<file path="config.mk">
export PLATFORM = sky130hd
export DESIGN_NAME = priority_batch_reorder_queue
export DESIGN_NICKNAME = d
export VERILOG_FILES = /design/src/pbrq_pkg.sv /design/src/pbrq_front.sv /design/src/pbrq_back.sv /design/src/priority_batch_reorder_queue.sv
export VERILOG_INCLUDE_DIRS = /design/src /design/src/src
export SDC_FILE = /design/constraint.sdc
export NUM_CORES = 2
export LEC_CHECK = 0
export BUFFER_PORTS_ARGS = -buffer_cell sky130_fd_sc_hd__buf_2
export CAP_MARGIN = 40
export CORE_ASPECT_RATIO = 0.9
export CORE_MARGIN = 3
export CORE_UTILIZATION = 50
export CTS_CLUSTER_DIAMETER = 200
export DETAILED_ROUTE_END_ITERATION = 16
export MAX_ROUTING_LAYER = met4
export PLACE_DENSITY = 0.63
export SETUP_SLACK_MARGIN = 0.15
export SYNTH_ARGS = -nofsm -noshare
export SYNTH_HDL_FRONTEND = slang
export SYNTH_SLANG_ARGS = --single-unit
</file>
<file path="constraint.sdc">
create_clock -name clk -period 11.14 [get_ports clk]
set_input_delay 1.114 -clock clk [delete_from_list [all_inputs] [get_ports clk]]
set_output_delay 1.114 -clock clk [all_outputs]
set_load 0.005 [all_outputs]
</file>
<file path="src/priority_batch_reorder_queue_macros.svh">
// Assertion macros shared by the priority batch reorder queue modules.
// A module that uses them must have a clock named clk and a reset named rst_n.
`ifndef PRIORITY_BATCH_REORDER_QUEUE_MACROS_SVH
`define PRIORITY_BATCH_REORDER_QUEUE_MACROS_SVH

// Checks a property on every rising clock edge outside reset.
`define PBRQ_ASSERT(label, prop, msg) \
    label: assert property (@(posedge clk) disable iff (!rst_n) (prop)) else $error(msg);

// Checks that a condition never holds on a rising clock edge outside reset.
`define PBRQ_ASSERT_NEVER(label, cond, msg) \
    `PBRQ_ASSERT(label, !(cond), msg)

`endif

</file>
<file path="src/pbrq_pkg.sv">
// Package for the priority batch reorder queue: sizes, command and state types.
// Used by pbrq_front, pbrq_back and the top level; depends on nothing.
package pbrq_pkg;

    localparam int DEPTH    = 16;
    localparam int CNT_W    = $clog2(DEPTH + 1);
    localparam int QD       = 2;
    localparam int QPTR_W   = (QD > 1) ? $clog2(QD) : 1;
    localparam int QCNT_W   = $clog2(QD + 1);
    localparam int PRIO_W   = 16;
    localparam int SIZE_W   = 16;
    localparam int HANDLE_W = 16;
    localparam int LIMIT_W  = 20;

    localparam logic [LIMIT_W-1:0] LIMIT_MAX = {LIMIT_W{1'b1}};

    typedef enum logic
    {
        OP_INSERT,
        OP_FLUSH
    } op_t;

    typedef struct packed
    {
        op_t                        op;
        logic signed [PRIO_W-1:0]   prio;
        logic [SIZE_W-1:0]          size;
        logic [HANDLE_W-1:0]        handle;
    } cmd_t;

    typedef enum logic
    {
        ST_IDLE,
        ST_DRAIN
    } back_state_t;

endpackage

</file>
<file path="src/pbrq_front.sv">
// Front end of the priority batch reorder queue: accepts and classifies items
// and holds them in a short command queue. Depends on pbrq_pkg and the macros.
`include "priority_batch_reorder_queue_macros.svh"

module pbrq_front
(
    input  logic                                clk,
    input  logic                                rst_n,
    input  logic                                start,
    output logic                                busy,
    input  logic                                req_type,
    input  logic signed [pbrq_pkg::PRIO_W-1:0]  priority_req,
    input  logic [pbrq_pkg::SIZE_W-1:0]         size,
    input  logic [pbrq_pkg::HANDLE_W-1:0]       packet_handle,
    output logic                                q_valid,
    output pbrq_pkg::cmd_t                      q_head,
    input  logic                                q_pop
);
    import pbrq_pkg::*;

    cmd_t              slot_reg [QD];
    cmd_t              cmd_in;
    logic [QPTR_W-1:0] wr_ptr_reg;
    logic [QPTR_W-1:0] wr_ptr_next;
    logic [QPTR_W-1:0] rd_ptr_reg;
    logic [QPTR_W-1:0] rd_ptr_next;
    logic [QCNT_W-1:0] count_reg;
    logic [QCNT_W-1:0] count_next;
    logic              push;

    assign busy    = (count_reg == QCNT_W'(QD));
    assign push    = start && !busy;
    assign q_valid = (count_reg != '0);
    assign q_head  = slot_reg[rd_ptr_reg];

    always_comb
    begin
        cmd_in = '0;
        if (req_type)
        begin
            cmd_in.op = OP_FLUSH;
        end
        else
        begin
            cmd_in.op     = OP_INSERT;
            cmd_in.prio   = priority_req;
            cmd_in.size   = size;
            cmd_in.handle = packet_handle;
        end
    end

    always_comb
    begin
        wr_ptr_next = wr_ptr_reg;
        rd_ptr_next = rd_ptr_reg;
        count_next  = count_reg;
        if (push)
        begin
            wr_ptr_next = (wr_ptr_reg == QPTR_W'(QD - 1)) ? '0 : wr_ptr_reg + 1'b1;
        end
        if (q_pop)
        begin
            rd_ptr_next = (rd_ptr_reg == QPTR_W'(QD - 1)) ? '0 : rd_ptr_reg + 1'b1;
        end
        if (push && !q_pop)
        begin
            count_next = count_reg + 1'b1;
        end
        else if (!push && q_pop)
        begin
            count_next = count_reg - 1'b1;
        end
    end

    always_ff @(posedge clk or negedge rst_n)
    begin
        if (!rst_n)
        begin
            wr_ptr_reg <= '0;
            rd_ptr_reg <= '0;
            count_reg  <= '0;
        end
        else
        begin
            wr_ptr_reg <= wr_ptr_next;
            rd_ptr_reg <= rd_ptr_next;
            count_reg  <= count_next;
        end
    end

    always_ff @(posedge clk)
    begin
        if (push)
        begin
            slot_reg[wr_ptr_reg] <= cmd_in;
        end
    end

    `PBRQ_ASSERT_NEVER(a_pop_when_empty, q_pop && (count_reg == '0), "queue popped while empty")
    `PBRQ_ASSERT(a_fill_tracks_push, (push && !q_pop) |=> (count_reg == $past(count_reg) + 1'b1), "queue fill count lost a push")

endmodule

</file>
<file path="src/pbrq_back.sv">
// Back end of the priority batch reorder queue: the sorted cell row, batch size
// accounting and batch draining. Depends on pbrq_pkg and the macros.
`include "priority_batch_reorder_queue_macros.svh"

module pbrq_back
(
    input  logic                                clk,
    input  logic                                rst_n,
    input  logic [pbrq_pkg::LIMIT_W-1:0]        batch_limit,
    input  logic                                q_valid,
    input  pbrq_pkg::cmd_t                      q_head,
    output logic                                q_pop,
    output logic                                result_valid,
    output logic [pbrq_pkg::HANDLE_W-1:0]       out_handle,
    output logic signed [pbrq_pkg::PRIO_W-1:0]  out_priority,
    output logic                                batch_last
);
    import pbrq_pkg::*;

    back_state_t              state_reg;
    back_state_t              state_next;
    logic [CNT_W-1:0]         count_reg;
    logic [CNT_W-1:0]         count_next;
    logic [LIMIT_W-1:0]       acc_reg;
    logic [LIMIT_W-1:0]       acc_next;
    logic                     valid_reg;
    logic                     valid_next;
    logic                     last_reg;
    logic                     last_next;
    logic [HANDLE_W-1:0]      handle_out_reg;
    logic [HANDLE_W-1:0]      handle_out_next;
    logic signed [PRIO_W-1:0] prio_out_reg;
    logic signed [PRIO_W-1:0] prio_out_next;

    logic signed [PRIO_W-1:0] prio_reg   [DEPTH];
    logic signed [PRIO_W-1:0] prio_next  [DEPTH];
    logic [HANDLE_W-1:0]      handle_reg [DEPTH];
    logic [HANDLE_W-1:0]      handle_next[DEPTH];

    logic signed [PRIO_W-1:0] key;
    logic [DEPTH-1:0]         stay;
    logic [LIMIT_W:0]         acc_sum;
    logic                     over_limit;
    logic                     store_full;
    logic                     must_emit;
    logic                     do_insert;
    logic                     do_shift;

    assign key        = q_head.prio;
    assign acc_sum    = {1'b0, acc_reg} + (LIMIT_W + 1)'(q_head.size);
    assign over_limit = (acc_sum > {1'b0, batch_limit});
    assign store_full = (count_reg == CNT_W'(DEPTH));
    assign must_emit  = (count_reg != '0) && (over_limit || store_full);

    always_comb
    begin
        for (int i = 0; i < DEPTH; i++)
        begin
            stay[i] = (CNT_W'(i) < count_reg) && !(key > prio_reg[i]);
        end
    end

    always_comb
    begin
        state_next      = state_reg;
        count_next      = count_reg;
        acc_next        = acc_reg;
        valid_next      = 1'b0;
        last_next       = 1'b0;
        handle_out_next = handle_out_reg;
        prio_out_next   = prio_out_reg;
        q_pop           = 1'b0;
        do_insert       = 1'b0;
        do_shift        = 1'b0;
        case (state_reg)
            ST_IDLE:
            begin
                if (q_valid)
                begin
                    case (q_head.op)
                        OP_INSERT:
                        begin
                            if (must_emit)
                            begin
                                state_next = ST_DRAIN;
                            end
                            else
                            begin
                                q_pop      = 1'b1;
                                do_insert  = 1'b1;
                                count_next = count_reg + 1'b1;
                                acc_next   = acc_sum[LIMIT_W] ? LIMIT_MAX
                                                              : acc_sum[LIMIT_W-1:0];
                            end
                        end
                        OP_FLUSH:
                        begin
                            q_pop = 1'b1;
                            if (count_reg != '0)
                            begin
                                state_next = ST_DRAIN;
                            end
                        end
                        default:
                        begin
                            q_pop = 1'b1;
                        end
                    endcase
                end
            end
            ST_DRAIN:
            begin
                do_shift        = 1'b1;
                valid_next      = 1'b1;
                handle_out_next = handle_reg[0];
                prio_out_next   = prio_reg[0];
                count_next      = count_reg - 1'b1;
                if (count_reg == CNT_W'(1))
                begin
                    last_next  = 1'b1;
                    acc_next   = '0;
                    state_next = ST_IDLE;
                end
            end
            default:
            begin
                state_next = ST_IDLE;
            end
        endcase
    end

    always_comb
    begin
        for (int i = 0; i < DEPTH; i++)
        begin
            prio_next[i]   = prio_reg[i];
            handle_next[i] = handle_reg[i];
        end
        if (do_shift)
        begin
            for (int i = 0; i < DEPTH - 1; i++)
            begin
                prio_next[i]   = prio_reg[i + 1];
                handle_next[i] = handle_reg[i + 1];
            end
        end
        else if (do_insert)
        begin
            if (!stay[0])
            begin
                prio_next[0]   = key;
                handle_next[0] = q_head.handle;
            end
            for (int i = 1; i < DEPTH; i++)
            begin
                if (!stay[i])
                begin
                    if (stay[i - 1])
                    begin
                        prio_next[i]   = key;
                        handle_next[i] = q_head.handle;
                    end
                    else
                    begin
                        prio_next[i]   = prio_reg[i - 1];
                        handle_next[i] = handle_reg[i - 1];
                    end
                end
            end
        end
    end

    always_ff @(posedge clk or negedge rst_n)
    begin
        if (!rst_n)
        begin
            state_reg <= ST_IDLE;
            count_reg <= '0;
            acc_reg   <= '0;
            valid_reg <= 1'b0;
            last_reg  <= 1'b0;
        end
        else
        begin
            state_reg <= state_next;
            count_reg <= count_next;
            acc_reg   <= acc_next;
            valid_reg <= valid_next;
            last_reg  <= last_next;
        end
    end

    always_ff @(posedge clk)
    begin
        handle_out_reg <= handle_out_next;
        prio_out_reg   <= prio_out_next;
        for (int i = 0; i < DEPTH; i++)
        begin
            prio_reg[i]   <= prio_next[i];
            handle_reg[i] <= handle_next[i];
        end
    end

    assign result_valid = valid_reg;
    assign out_handle   = handle_out_reg;
    assign out_priority = prio_out_reg;
    assign batch_last   = last_reg;

    `PBRQ_ASSERT(a_result_from_drain, valid_reg |-> ($past(state_reg) == ST_DRAIN), "item emitted outside a drain")
    `PBRQ_ASSERT(a_drain_counts_down, (state_reg == ST_DRAIN) |=> (count_reg == $past(count_reg) - 1'b1), "drain did not remove one entry")
    `PBRQ_ASSERT_NEVER(a_count_in_range, count_reg > CNT_W'(DEPTH), "entry count beyond store depth")

endmodule

</file>
<file path="src/priority_batch_reorder_queue.sv">
// Top level of the priority batch reorder queue: batch limit register, front
// end and back end. Depends on pbrq_pkg, pbrq_front and pbrq_back.
//
// Packets are held sorted, highest priority first, and emitted as batches, one
// item per clock cycle on result_valid; the receiver cannot stall, so results
// must be taken as they appear. A two-entry command queue accepts items while
// busy is low. In the back end an insert that emits nothing goes straight
// into the cell row; an end-of-stream flush drains the stored packets, and an
// insert that would pass the batch limit or find the row full first drains the
// stored batch, the cell row draining at one packet per cycle. Results leave
// the back end through registers.
module priority_batch_reorder_queue
(
    input  logic                                clk,
    input  logic                                rst_n,
    input  logic                                cfg_we,
    input  logic [pbrq_pkg::LIMIT_W-1:0]        cfg_data,
    input  logic                                start,
    output logic                                busy,
    input  logic                                req_type,
    input  logic signed [pbrq_pkg::PRIO_W-1:0]  priority_req,
    input  logic [pbrq_pkg::SIZE_W-1:0]         size,
    input  logic [pbrq_pkg::HANDLE_W-1:0]       packet_handle,
    output logic                                result_valid,
    output logic [pbrq_pkg::HANDLE_W-1:0]       out_handle,
    output logic signed [pbrq_pkg::PRIO_W-1:0]  out_priority,
    output logic                                batch_last
);
    import pbrq_pkg::*;

    logic [LIMIT_W-1:0] limit_reg;
    logic [LIMIT_W-1:0] limit_next;
    logic               q_valid;
    cmd_t               q_head;
    logic               q_pop;

    assign limit_next = cfg_we ? cfg_data : limit_reg;

    always_ff @(posedge clk or negedge rst_n)
    begin
        if (!rst_n)
        begin
            limit_reg <= LIMIT_MAX;
        end
        else
        begin
            limit_reg <= limit_next;
        end
    end

    pbrq_front u_front
    (
        .clk           (clk),
        .rst_n         (rst_n),
        .start         (start),
        .busy          (busy),
        .req_type      (req_type),
        .priority_req  (priority_req),
        .size          (size),
        .packet_handle (packet_handle),
        .q_valid       (q_valid),
        .q_head        (q_head),
        .q_pop         (q_pop)
    );

    pbrq_back u_back
    (
        .clk          (clk),
        .rst_n        (rst_n),
        .batch_limit  (limit_reg),
        .q_valid      (q_valid),
        .q_head       (q_head),
        .q_pop        (q_pop),
        .result_valid (result_valid),
        .out_handle   (out_handle),
        .out_priority (out_priority),
        .batch_last   (batch_last)
    );

endmodule
</file>
== Word level (Yosys, flattened, before mapping) ==
Memories as Yosys holds them, arrays and structs flattened.
Index checks and enable logic that the tools add are counted.
Storage, ports and cells
  register bits after elaboration: 84
  latch bits: 0
  RAM bits: 610
  memory bits (read-only): 0
  output and inout port bits: 35
  memories: 3
Cells by class
  add/sub/neg operators: 7
  multiply operators: 0
  divide/modulo/power cells: 0
  magnitude comparators: 33
  equality and inequality tests: 7
  shift operators: 0
  muxes and demuxes: 102
  bitwise gates (word level): 2
  reduce and logical (&&, ||, !) cells: 45
Memories
  u_back.handle_reg: depth 16, bits a word 16, rd ports 16, clocked after memory_dff 0, write ports 16, RTL line pbrq_back.sv:37  | logic [HANDLE_W-1:0] handle_reg [DEPTH];
  u_back.prio_reg: depth 16, bits a word 16, rd ports 16, clocked after memory_dff 0, write ports 16, RTL line pbrq_back.sv:35  | logic signed [PRIO_W-1:0] prio_reg [DEPTH];
  u_front.slot_reg: depth 2, bits a word 49, rd ports 1, clocked after memory_dff 0, write ports 1, RTL line pbrq_front.sv:21  | cmd_t slot_reg [QD];
Operators with widths (number)
  2-to-1 mux 16 bit: 64
  2-to-1 mux 256 bit: 2
  2-to-1 mux 240 bit: 2
  greater-than comparator 16 bit: 16
  2-to-1 mux 20 bit: 5
  2-to-1 mux 48 bit: 1
  < comparator 4 x 5 -> 1 bit, first input constant: 8
  case mux 20 bit (2 select lines): 1
  adder 20 x 16 -> 21 bit: 1
  greater-than comparator 21 x 20 -> 1 bit: 1
  logical AND 1 bit: 20
  < comparator 3 x 5 -> 1 bit, first input constant: 4
  logical NOT 1 bit: 19
  2-to-1 mux 1 bit: 18
  2-to-1 mux 5 bit: 3
  < comparator 1 x 5 -> 1 bit, first input constant: 2
  < comparator 2 x 5 -> 1 bit, first input constant: 2
  case mux 5 bit (2 select lines): 1
  inequality test 2 bit, second input constant: 4
  case mux 1 bit (2 select lines): 3
  adder 5 x 1 -> 5 bit, second input constant: 1
  == test 5 x 1 -> 1 bit, second input constant: 1
  == test 5 bit, second input constant: 1
  nonzero test 5 bit: 1
  11 further kinds: 15

== Logic depth before layout (Yosys ltp) ==
An unclocked memory read counts as a cell.
  word-level depth: 12
  depth in mapped cells: 25
  mapped depth without buffers: 22

== Cells and area by module ==
Synthesis repeated with hierarchy kept, for this count alone.
Unflattened totals
  cells, all modules: 3729
  area, all modules: 42615.9 sq um
By module, submodules not included
  pbrq_back: instances 1, cells each 3462, area an instance 37457.2 sq um, sequential area each 17036.3 sq um
  pbrq_front: instances 1, cells each 225, area an instance 4310.4 sq um, sequential area each 3042.9 sq um
  priority_batch_reorder_queue: instances 1, cells each 42, area an instance 848.3 sq um, sequential area each 525.5 sq um

== Worst setup path after synthesis ==
Ideal clock, no wire load.
  path kind: reg-to-reg
  start point: register u_front.rd_ptr_reg (netlist name)
  end point: memory u_back.handle_reg[15][0] (netlist: u_back.handle_reg[1][112]) (enable)
  data arrival time: 7629 ps
  data required time: 10670 ps
  setup slack: 3041 ps
  cell stages (with the launch flop): 25
  period minus slack after synthesis: 8099 ps
  cell sequence: dfrtp_1 clkbuf_1 clkbuf_1 buf_1 mux2i_1 inv_1 ha_1 a211oi_1 o21ai_0 o21ai_0 nand3_1 a31o_2 o21ai_0 nor2_1 xnor2_1 ha_1 a2111oi_0 o21a_1 nand4_1 a221oi_4 o21ai_4 buf_6 buf_6 buf_2 a211oi_1
RTL lines (RTL line)
  end: declaration: pbrq_back.sv:37

==> key figures <==
Status
  • Status: finished clean

Setup path
  • Crit-path max cell delay: 0.78 ns
  • Crit path depth: 21
  • Crit. End Element: flip-flop
  • Critical path, cell by cell: buf_4 -> mux2i_1 -> inv_1 -> ha_1 -> a211oi_1 -> o21ai_0 -> o21ai_0 -> nand3_1 -> a31o_2 -> o21ai_0 -> nor2_1 -> xnor2_1 -> ha_1 -> o211a_1 -> o21ai_0 -> o22ai_1 -> a221oi_4 -> o21ai_4 -> buf_4 -> buf_4 -> o21ai_0
  • Flop2flop setup slack: 3.50 ns
  • Reg2reg end: u_back.handle_reg[1][74]
  • Crit path kind: reg2reg
  • CP Launch Point: u_front.rd_ptr_reg
  • CP Data Arrival Time: 7.96 ns
  • R2r startpoint: u_front.rd_ptr_reg
  • Bufs and invs on worst path: 4
  • Critical path data required time: 11.46 ns
  • Top Family by Delay on Critical Path: compound AO/OA/AOI/OAI gates
  • Worst path most repeated cell: o21ai_0
  • Startpoint types: flip-flop
  • Crit path max fanout: 93
  • Slowest CP cell: o21ai_4
  • Worst Setup EP: u_back.handle_reg[1][74]
  • Depth of the worst register-to-register path: 21

Logic synthesis
  • Mapped Cells: 3568
  • Post-synthesis sequential area ratio: 0.513
  • Number of synthesized flops with an enable pin: 642
  • Net Count, Synth: 3938
  • Ys flop type: edfxtp_1
  • Mapped Avg Cell Area: 11.2 µm²
  • Yosys reg bits: 694
  • Distinct cells, synth: 71
  • Warnings, synthesis: 0
  • Synth top area cells: edfxtp_1, mux2i_1, ha_1, o21ai_0, nand2_1
  • Yosys top cell area share: 0.480
  • Async SR Flop Fraction: 0.0749
  • Mapped Area: 40100 µm²
  • Cell taking the most area after synthesis: edfxtp_1

Global route
  • Largest net degree at the start of global routing: 142
  • GRT Util Overall: 0.229
  • Vias in the first global route: 27300
  • First-pass GRT wire length: 151 mm
  • GRT overflow: 0
  • Antenna violations before repair: 0

Timing
  • Min Tclk post-route: 7.64 ns
  • Tcrit/Tclk final: 0.686
  • Fmax: 131 MHz
  • RSZ-0062 raised after global routing: false
  • Slew headroom: 0.366
  • Worst slew pin tran: 0.947 ns
  • Final hold violations: 0
  • Setup TNS: 0 ns
  • Clock Skew: 0.0191 ns
  • Fin. max-slew vios: 0
  • Setup Viol. Count Final: 0

Route
  • WL final: 95.6 mm
  • DR iter-0 viols: 2800
  • Via/cell ratio: 5.95
  • Drt drc: 0
  • Remaining antenna violation count: 0
  • Iteration count of the initial detailed-routing pass: 6
  • Vias: 27900
  • Routed len/inst: 20.4 µm

Cells and area
  • Commonest cells after routing, fill and taps aside: edfxtp_1, mux2i_1, nand2_1, o21ai_0, ha_1
  • P&R area growth vs syn: 10.2%
  • Nets@finish: 3967
  • Most common cell after layout, fill and taps aside: edfxtp_1
  • Diode count: 0
  • Layout cells sized above 1: 0.117

Floorplanning
  • Die W: 305 µm
  • Initial core utilization: 0.510
  • # rows: 97
  • Die area: 83700 µm²
  • Top Ports: 108
  • Die Span Y: 275 µm
  • Core Area: 78600 µm²

Flow run
  • Max_cap viols: 0

Clock tree
  • Clock latency at the later pin of the worst-skew pair: 0.63 ns
  • Quantity of gates resized following cts: 0
  • Root Driver: clkbuf_16
  • Clock transition at path regs: 0.06 ns
  • Clock sink total: 694
  • # hold bufs at CTS: 0
  • CTS tree: yes
  • Setup repair bufs after CTS: 0
  • TritonCTS Buffers: 77
  • H-tree Lvls: 3
  • Clk buf depth: 3

Hold path
  • HP Class: reg2reg

Place
  • GPL Wtd Cong: 0.860
  • IO buf count: 107
  • Post-DP HPWL: 67.6 mm
[area by class of cell]
cell class              count  area [µm²]
fillers                  6652       34400
flip-flops and latches    694       20600
multi-input cells        2361       17700
clock buffers             105        2130
well taps                1039        1300
repair buffers            174        1130
inverters                 289        1090
clock inverters            35         256
[how the worst min path moves through the flow]
stage                            start                     end  cells past startpoint
3_5_place_dp   u_back.handle_reg[0][4]    u_back.out_handle[4]                      0
2_1_floorplan  u_back.handle_reg[0][0]    u_back.out_handle[0]                      0
6_report       u_back.handle_reg[0][6]    u_back.out_handle[6]                      0
3_3_place_gp   u_back.handle_reg[0][3]    u_back.out_handle[3]                      0
5_1_grt          u_back.prio_reg[0][4]  u_back.out_priority[4]                      0
4_1_cts          u_back.prio_reg[0][4]  u_back.out_priority[4]                      0
[per-stage QoR]
step | hold slack [ns] | cells | util | worst slack, ns | cell area [µm²]
2_1_floorplan | 0.426 | 3568 | - | 3.04 | 40100
3_3_place_gp | 0.447 | 4551 | 0.530 | 3.79 | 41700
3_5_place_dp | 0.447 | 4557 | 0.532 | 3.57 | 41800
4_1_cts | 0.471 | 4697 | 0.562 | 3.54 | 44200
5_1_grt | 0.486 | 4697 | 0.562 | 2.84 | 44200
6_report | 0.465 | 4697 | 0.562 | 3.50 | 44200
[routing by layer]
metal	up-vias	GRT usage	wire, µm
met5	-	-	0
met4	0	0.0535	2010
met3	141	0.0287	5520
met2	948	0.332	41300
met1	13600	0.343	46700
li1	13300	-	-
[cells in the mapped netlist, drive strengths merged, types with 3 or more instances]
library cell,instances
a2111oi,8
a211o,3
a211oi,13
a21o,54
a21oi,92
a221oi,4
a31oi,5
and3,4
and4,10
buf,72
clkbuf,152
dfrtp,32
dfstp,20
edfxtp,642
ha,296
inv,289
mux2,80
mux2i,454
nand2,398
nand2b,15
nand3,26
nand4,40
nor2,56
nor2b,69
nor3,34
nor3b,3
nor4,9
o211ai,8
o21a,18
o21ai,323
o21bai,4
o221ai,4
o22ai,215
o311ai,7
o31a,3
o31ai,41
o41ai,3
or2,3
or3,10
or4b,4
xnor2,13
xor2,13
[kinds of logic after synthesis]
| group | share of synthesized area |
|---|---|
| mux | 0.136 |
| buf+inv | 0.0504 |
| flops | 0.513 |
| compound gates | 0.124 |
| simple gates | 0.0783 |
| fa+ha+maj | 0.0928 |
| xor+xnor | 0.00567 |
Power is left out: the tool's default activity adds up to more than one toggle a clock period on the data nets, which glitch-free logic cannot reach.
